File: src/rtl/assert_macros.svh
// assertion helpers shared by the rtl
`ifndef ASSERT_MACROS_SVH
`define ASSERT_MACROS_SVH

// same-cycle implication, checked out of reset
`define ASSERT_IMPLIES(label, clk, rst_n, ante, cons) \
    label: assert property (@(posedge clk) disable iff (!(rst_n)) (ante) |-> (cons)) \
        else $error("assertion failed");

// next-cycle implication, checked out of reset
`define ASSERT_NEXT(label, clk, rst_n, ante, cons) \
    label: assert property (@(posedge clk) disable iff (!(rst_n)) (ante) |=> (cons)) \
        else $error("assertion failed");

`endif

File: src/rtl/psp_pkg.sv
`timescale 1ns / 1ps
package psp_pkg;

    localparam int COORD_BITS = 16;
    localparam int DIFF_BITS  = COORD_BITS + 1;
    localparam int SQ_BITS    = 2 * DIFF_BITS;
    localparam int LEN_BITS   = SQ_BITS;
    localparam int T_BITS     = SQ_BITS + 2;
    localparam int Q_BITS     = DIFF_BITS;
    localparam int NUM_BITS   = DIFF_BITS + LEN_BITS + 1;
    localparam int RAD_BITS   = 15;
    localparam int THR_BITS   = 2 * (RAD_BITS + 1);
    localparam int DIST_BITS  = 36;
    localparam int MODE_BITS  = 3;
    localparam int SEL_BITS   = 2;

    localparam logic [MODE_BITS-1:0] MODE_PT_CAPSULE  = 3'd0;
    localparam logic [MODE_BITS-1:0] MODE_SPH_SEG     = 3'd1;
    localparam logic [MODE_BITS-1:0] MODE_SPH_CAPSULE = 3'd2;
    localparam logic [MODE_BITS-1:0] MODE_SPH_SPH     = 3'd3;
    localparam logic [MODE_BITS-1:0] MODE_PT_SURFACE  = 3'd4;

    localparam logic [SEL_BITS-1:0] SEL_START  = 2'd0;
    localparam logic [SEL_BITS-1:0] SEL_END    = 2'd1;
    localparam logic [SEL_BITS-1:0] SEL_INTERP = 2'd2;

    typedef logic [2:0][COORD_BITS-1:0] t_vec3;

    typedef struct packed {
        logic [MODE_BITS-1:0] mode;
        t_vec3                p;
        t_vec3                s;
        t_vec3                e;
        logic [RAD_BITS-1:0]  ra;
        logic [RAD_BITS-1:0]  rb;
        logic [THR_BITS-1:0]  thr;
        logic [SEL_BITS-1:0]  sel;
        logic [2:0]           dneg;
    } t_ctx;

    typedef struct packed {
        logic valid;
        t_ctx ctx;
    } t_beat;

endpackage

File: src/rtl/psp_back.sv
`timescale 1ns / 1ps
module psp_back import psp_pkg::*; (
    input  logic                     i_clk,
    input  logic                     i_rst_n,
    input  logic                     i_en,
    input  t_beat                    i_beat,
    input  logic [2:0][Q_BITS-1:0]   i_q,
    output logic                     o_valid,
    output logic                     o_hit,
    output logic [DIST_BITS-1:0]     o_dist_sq,
    output t_vec3                    o_near
);

    logic                    r_e_vld;
    t_ctx                    r_e_ctx;
    t_vec3                   r_e_c;

    logic                    r_f_vld;
    t_ctx                    r_f_ctx;
    t_vec3                   r_f_c;
    logic [SQ_BITS-1:0]      r_f_sq [3];

    logic                    r_o_vld;
    logic                    r_o_hit;
    logic [DIST_BITS-1:0]    r_o_dist;
    t_vec3                   r_o_c;

    t_vec3                   n_e_c;
    logic signed [DIFF_BITS-1:0] df [3];
    logic [DIST_BITS-1:0]    n_dist;
    logic [DIST_BITS-1:0]    thr;
    logic                    n_hit;

    always_ff @(posedge i_clk) begin
        if (!i_rst_n) begin
            r_e_vld <= 1'b0;
            r_f_vld <= 1'b0;
            r_o_vld <= 1'b0;
        end else if (i_en) begin
            r_e_vld <= i_beat.valid;
            r_f_vld <= r_e_vld;
            r_o_vld <= r_f_vld;
        end
    end

    always_comb begin
        for (int i = 0; i < 3; i++) begin
            case (i_beat.ctx.sel)
                SEL_START: n_e_c[i] = i_beat.ctx.s[i];
                SEL_END:   n_e_c[i] = i_beat.ctx.e[i];
                default: begin
                    if (i_beat.ctx.dneg[i]) begin
                        n_e_c[i] = i_beat.ctx.s[i] - COORD_BITS'(i_q[i]);
                    end else begin
                        n_e_c[i] = i_beat.ctx.s[i] + COORD_BITS'(i_q[i]);
                    end
                end
            endcase
        end
    end

    always_ff @(posedge i_clk) begin
        if (i_en) begin
            r_e_ctx <= i_beat.ctx;
            r_e_c   <= n_e_c;
        end
    end

    always_comb begin
        for (int i = 0; i < 3; i++) begin
            df[i] = DIFF_BITS'($signed(r_e_ctx.p[i])) - DIFF_BITS'($signed(r_e_c[i]));
        end
    end

    always_ff @(posedge i_clk) begin
        if (i_en) begin
            r_f_ctx <= r_e_ctx;
            r_f_c   <= r_e_c;
            for (int i = 0; i < 3; i++) begin
                r_f_sq[i] <= $unsigned(SQ_BITS'(df[i] * df[i]));
            end
        end
    end

    assign n_dist = DIST_BITS'(r_f_sq[0]) + DIST_BITS'(r_f_sq[1]) + DIST_BITS'(r_f_sq[2]);
    assign thr    = DIST_BITS'(r_f_ctx.thr);

    always_comb begin
        case (r_f_ctx.mode) inside
            MODE_PT_CAPSULE, MODE_SPH_SEG, MODE_SPH_CAPSULE, MODE_SPH_SPH:
                n_hit = n_dist < thr;
            MODE_PT_SURFACE:
                n_hit = n_dist == thr;
            default:
                n_hit = 1'b0;
        endcase
    end

    always_ff @(posedge i_clk) begin
        if (i_en) begin
            r_o_hit  <= n_hit;
            r_o_dist <= n_dist;
            r_o_c    <= r_f_c;
        end
    end

    assign o_valid   = r_o_vld;
    assign o_hit     = r_o_hit;
    assign o_dist_sq = r_o_dist;
    assign o_near    = r_o_c;

endmodule

File: config.mk
export PLATFORM = sky130hd
export DESIGN_NAME = psp_back
export DESIGN_NICKNAME = d
export VERILOG_FILES = /design/src/rtl/assert_macros.svh /design/src/rtl/psp_pkg.sv /design/src/rtl/psp_back.sv
export SDC_FILE = /design/constraint.sdc
export NUM_CORES = 2
export LEC_CHECK = 0
export BUFFER_PORTS_ARGS = -buffer_cell sky130_fd_sc_hd__clkbuf_2
export CAP_MARGIN = 15
export CORE_AREA = 2 2 253 505
export DETAILED_ROUTE_END_ITERATION = 8
export DIE_AREA = 0 0 255 507
export GPL_TIMING_DRIVEN = 0
export PLACE_DENSITY_LB_ADDON = 0.2
export SYNTH_ARGS = -nofsm -noshare
export SYNTH_HDL_FRONTEND = slang
export SYNTH_SLANG_ARGS = --single-unit
File: constraint.sdc
create_clock -name i_clk -period 12.4 [get_ports i_clk]
set_input_delay 1.86 -clock i_clk [delete_from_list [all_inputs] [get_ports i_clk]]
set_output_delay 1.86 -clock i_clk [all_outputs]
set_load 0.005 [all_outputs]
Word-level counts from Yosys, hierarchy flattened
Memory sizes are Yosys's and may differ from the RTL's. Index checks and enable logic that the tools add are counted.

Register bits after elaboration: 302. Memory bits (writable): 102. Bits of input ports: 269. Output and inout bits: 86. Memories kept: 1.

Add/sub/neg operators: 11. $mul: 3. $lt $le $gt $ge: 1. Eq/ne operators: 6. Muxes and demuxes: 10. Reduce and logical (&&, ||, !) cells: 3.

Memory list: r_f_sq (words 3, bits a word 34, rd ports 3, clocked after memory_dff 0, write ports 3, RTL line psp_back.sv:21) `logic [SQ_BITS-1:0] r_f_sq [3];`.

Operators with widths (count): $mul A17 B17 Y34 (3); $pmux W16 S2 (3); $sub A16 B16 Y17 (3); $add A16 B16 Y16 (3); $mux W16 (3); $sub A16 B16 Y16 (3); $add A35 B34 Y36 (1); $eq A36 B32 Y1 (1); $lt A36 B32 Y1 (1); $add A34 B34 Y35 (1); $eq A3 B2 Y1 const B (2); $mux W1 (4); $reduce_or A4 Y1 (1); $eq A3 B1 Y1 const B (1); $eq A3 B3 Y1 const B (1); $logic_not A3 Y1 (1); $eq A2 B1 Y1 const B (1); $logic_not A2 Y1 (1).

Logic depth before layout (Yosys ltp)
An unclocked memory read counts as a cell.

Word-level depth: 6. Mapped depth: 40. Mapped depth without buffers: 37.

Worst setup path before layout
OpenSTA, ideal clock, no wires.

Kind: flip-flop to flip-flop. Start point: reg r_e_ctx[195] (netlist bit). End point: mem r_f_sq[0][101] (netlist bit) (data pin). Setup time: 260 ps. Data arrival time: 8038 ps. Required time: 12140 ps. Slack: 4102 ps. Cell stages (with the launch flop): 38. Buffers on the path: 2. Period minus slack after synthesis: 8298 ps. Cells stage by stage: edfxtp_1 inv_1 ha_1 inv_1 fa_1 a21o_1 a21oi_1 nor2b_1 o21ai_0 a211oi_1 nor2_1 a21oi_1 and2_1 o31a_1 clkbuf_1 clkbuf_1 nor2_1 fa_1 [2 not listed] inv_1 fa_1 fa_1 fa_1 inv_1 fa_1 inv_1 ha_1 a21o_1 a21o_1 a21oi_1 o21ai_0 a221o_1 a21o_1 a221oi_1 o41ai_1 a21oi_1 xnor2_1.

RTL lines: start, declared (RTL line psp_back.sv:15) `t_ctx r_e_ctx;`; start signal, assigned (RTL line psp_back.sv:64) `r_e_ctx <= i_beat.ctx;`; end, declared (RTL line psp_back.sv:21).

==> metrics.yaml <==
clock_network:
  cts-root-buf: "clkbuf_16"
  postCtsHoldBufs: 0
  cts_resized: 0
  htree_levels: 2
  clock-sinks: 401
  cts_tree: "built"
  worstSkewPairLatency_ps: 610
  cts-buffers-inserted: 42
  cts_buffer_depth: 3
  path_clk_slew_ps: 70
  cts_setup_buffers: 0
synthesis:
  synth_top_area_share_pct: 34.1
  synth_edf_count: 398
  synthTopCellsByArea: "fa_1 34%, edfxtp_1 24%, ha_1 10%"
  synth_cells: 4819
  synth_flop_cell: "edfxtp_1"
  syn_avg_cell_area_um2: 10.4
  netlist.top_cell.by_area: "fa_1"
  yosys_register_bits: 401
  synth_cell_type_count: 72
  synth_area_um2: 50000
  post-synth-top-count-cell: "inv_1"
  synthTopCellsByCount: "1116 x inv_1, 850 x fa_1, 412 x ha_1, 398 x edfxtp_1, 356 x nor2_1"
  synth-seq-area-share_pct: 24.0
  synth_warnings: 0
  synth-async-reset-ratio_pct: 0
final_layout:
  areaGrowthSynthToFinish_pct: 10.2
  fillers: 12200
  fin_nets: 6725
  final_layout_size_suffix_gt1_share_pct: 8.26
run:
  max_cap_viol_count: 0
grt:
  track_usage_pct: 21.1
  grt_pass1_vias: 38400
  grt_antenna_before_repair: 2
  grt_pass1_wl_um: 206000
  grt_overflow_total: 0
  grt_max_degree: 121
detailed_routing:
  vias: 34300
  postRouteAntennaNets: 0
  drtIter0Drc: 1495
  drt-vias-per-instance: 4.98
  drc: 0
  routedWlPerCell_um: 19.1
  drt-total-wl_um: 131000
  firstDrtPassIters: 5
critical_path:
  crit_top_cell: "fa_1"
  worstPathArrival_ps: 10280
  critPathMaxStageDelay_ps: 730
  crit_path_max_fanout: 10
  cp_slowest_cell: "fa_1"
  r2r_slack_ps: 2450
  cp.required_ps: 12730
  setup.worst_path.end_class: "register"
  start_kind: "register"
  crit_type: "register to register"
floorplanning:
  row_count: 184
  coreArea_um2: 125000
  die_h_um: 507
  dieArea_um2: 129000
  die_w_um: 255
  start_util_pct: 39.8
  ioPinCount: 355
sta:
  worst_pin_slew_ps: 1220
  finClkSkew_ps: 41.8
  maxSlewViolCount: 0
  max_freq_ghz: 0.100
  slew_headroom_pct: 18.0
  setup_viol_count_final: 0
  finalCritPeriodShare_pct: 80.3
  period_needed_ps: 9950
  setup-tns-final_ps: 0
  finalHoldViolCount: 0
  rsz0062_at_grt: "no"
placed_design:
  port_buffers: 320
  place.detailed.hpwl_um: 112000
  gp_congestion: 0.911
status:
  outcome: "completed"
worst_hold_path:
  hold_path_class: "register to register"
worst max-delay path, delay by kind of cell (launching register included):
kind | cells | cell delay, ps
DFF | 1 | 400
AOI/OAI and AO/OA | 8 | 1770
adders and majority gates | 9 | 4170
buffers and inverters | 8 | 1110
and+or+nand+nor | 9 | 1770
xor gates and xnor gates | 1 | 470
registers in the layout, indices dropped and copies added, names as in the netlist:
| signal | flops |
|---|---|
| o_dist_sq | 36 |
| o_hit | 1 |
| o_near | 48 |
| o_valid | 1 |
| r_e_c | 48 |
| r_e_ctx | 83 |
| r_e_vld | 1 |
| r_f_c | 48 |
| r_f_ctx | 35 |
| r_f_sq | 99 |
| r_f_vld | 1 |
per-layer routing:
layer  global-route usage (%)  vias to the layer above  share of wire [%]
met1                     21.6                    17100                 34
met4                     13.5                        0                7.5
li1                         -                    16000                  -
met2                     39.7                      920                 54
met5                        0                        -                  0
met3                     2.82                      318                4.6
path summary, 6_finish.rpt:
| kind | startpoint | to | cells after the start |
|---|---|---|---|
| setup / recovery | r_e_c[0] | r_f_sq[0][30] | 35 |
| hold / removal | r_f_c[29] | o_near[29] | 0 |
| setup reg to reg | r_e_c[0] | r_f_sq[0][30] | 35 |
| hold reg to reg | r_f_c[29] | o_near[29] | 0 |
stage by stage:
stage / instance area [um2] / cells / utilization [%] / worst slack, ps / hold WS [ps]
after detailed placement: 53800 / 6822 / 42.9 / 2440 / 405
after CTS: 55000 / 6893 / 43.9 / 2390 / 406
final: 55100 / 6896 / 43.9 / 2450 / 408
after floorplan: 50000 / 4820 / - / 4100 / 400
after global placement: 53700 / 6814 / 42.8 / 2460 / 402
after global routing: 55100 / 6896 / 43.9 / 1850 / 415
kinds of logic (layout without fill, tap and decap cells):
group                      Yosys count  count (layout)  share of synthesized area, %
AOI/OAI and AO/OA                  584             584                          7.51
xor gates and xnor gates           262             262                          4.63
DFF                                401             401                          24.0
adders and majority gates         1262            1262                          44.4
other                                2               4                        0.0150
and+or+nand+nor                   1028            1028                          9.20
muxes                               45              45                         0.904
buffers and inverters             1235            1636                          9.31
layout make-up:
cell class | instances | area (um2) | share of cell area, %
tap | 1674 | 2090 | 3.80
sequential | 401 | 12000 | 21.8
clock buffer | 49 | 1080 | 1.96
clock inverter | 22 | 170 | 0.309
buffer | 105 | 412 | 0.748
inverter | 1130 | 4240 | 7.70
timing repair buffer | 330 | 1750 | 3.18
antenna | 1 | 2.50 | 0.00455
multi-input combinational | 3184 | 33300 | 60.5
layout by cell type, fill, tap and decap left out, types with 12 or more instances in the layout:
master	count
o211ai_1	12
nor3_1	60
nand2_1	349
o21ai_0	101
nand2b_1	34
inv_1	1116
o31ai_1	13
o21a_1	20
a31oi_1	19
a211oi_1	42
ha_1	412
buf_2	15
a21o_1	96
xor2_1	65
xnor2_1	196
edfxtp_1	398
or3_1	18
and3_1	20
nor2_1	356
or2_2	16
o21bai_1	26
mux2i_1	44
clkbuf_2	319
clkbuf_16	42
clkinv_1	19
nor2b_1	47
a21oi_1	181
clkbuf_1	90
nand3_1	37
nand4_1	23
fa_1	850
and2_1	34
Power is left out: the tool's default activity adds up to more than one toggle a clock period on the data nets, which glitch-free logic cannot reach.
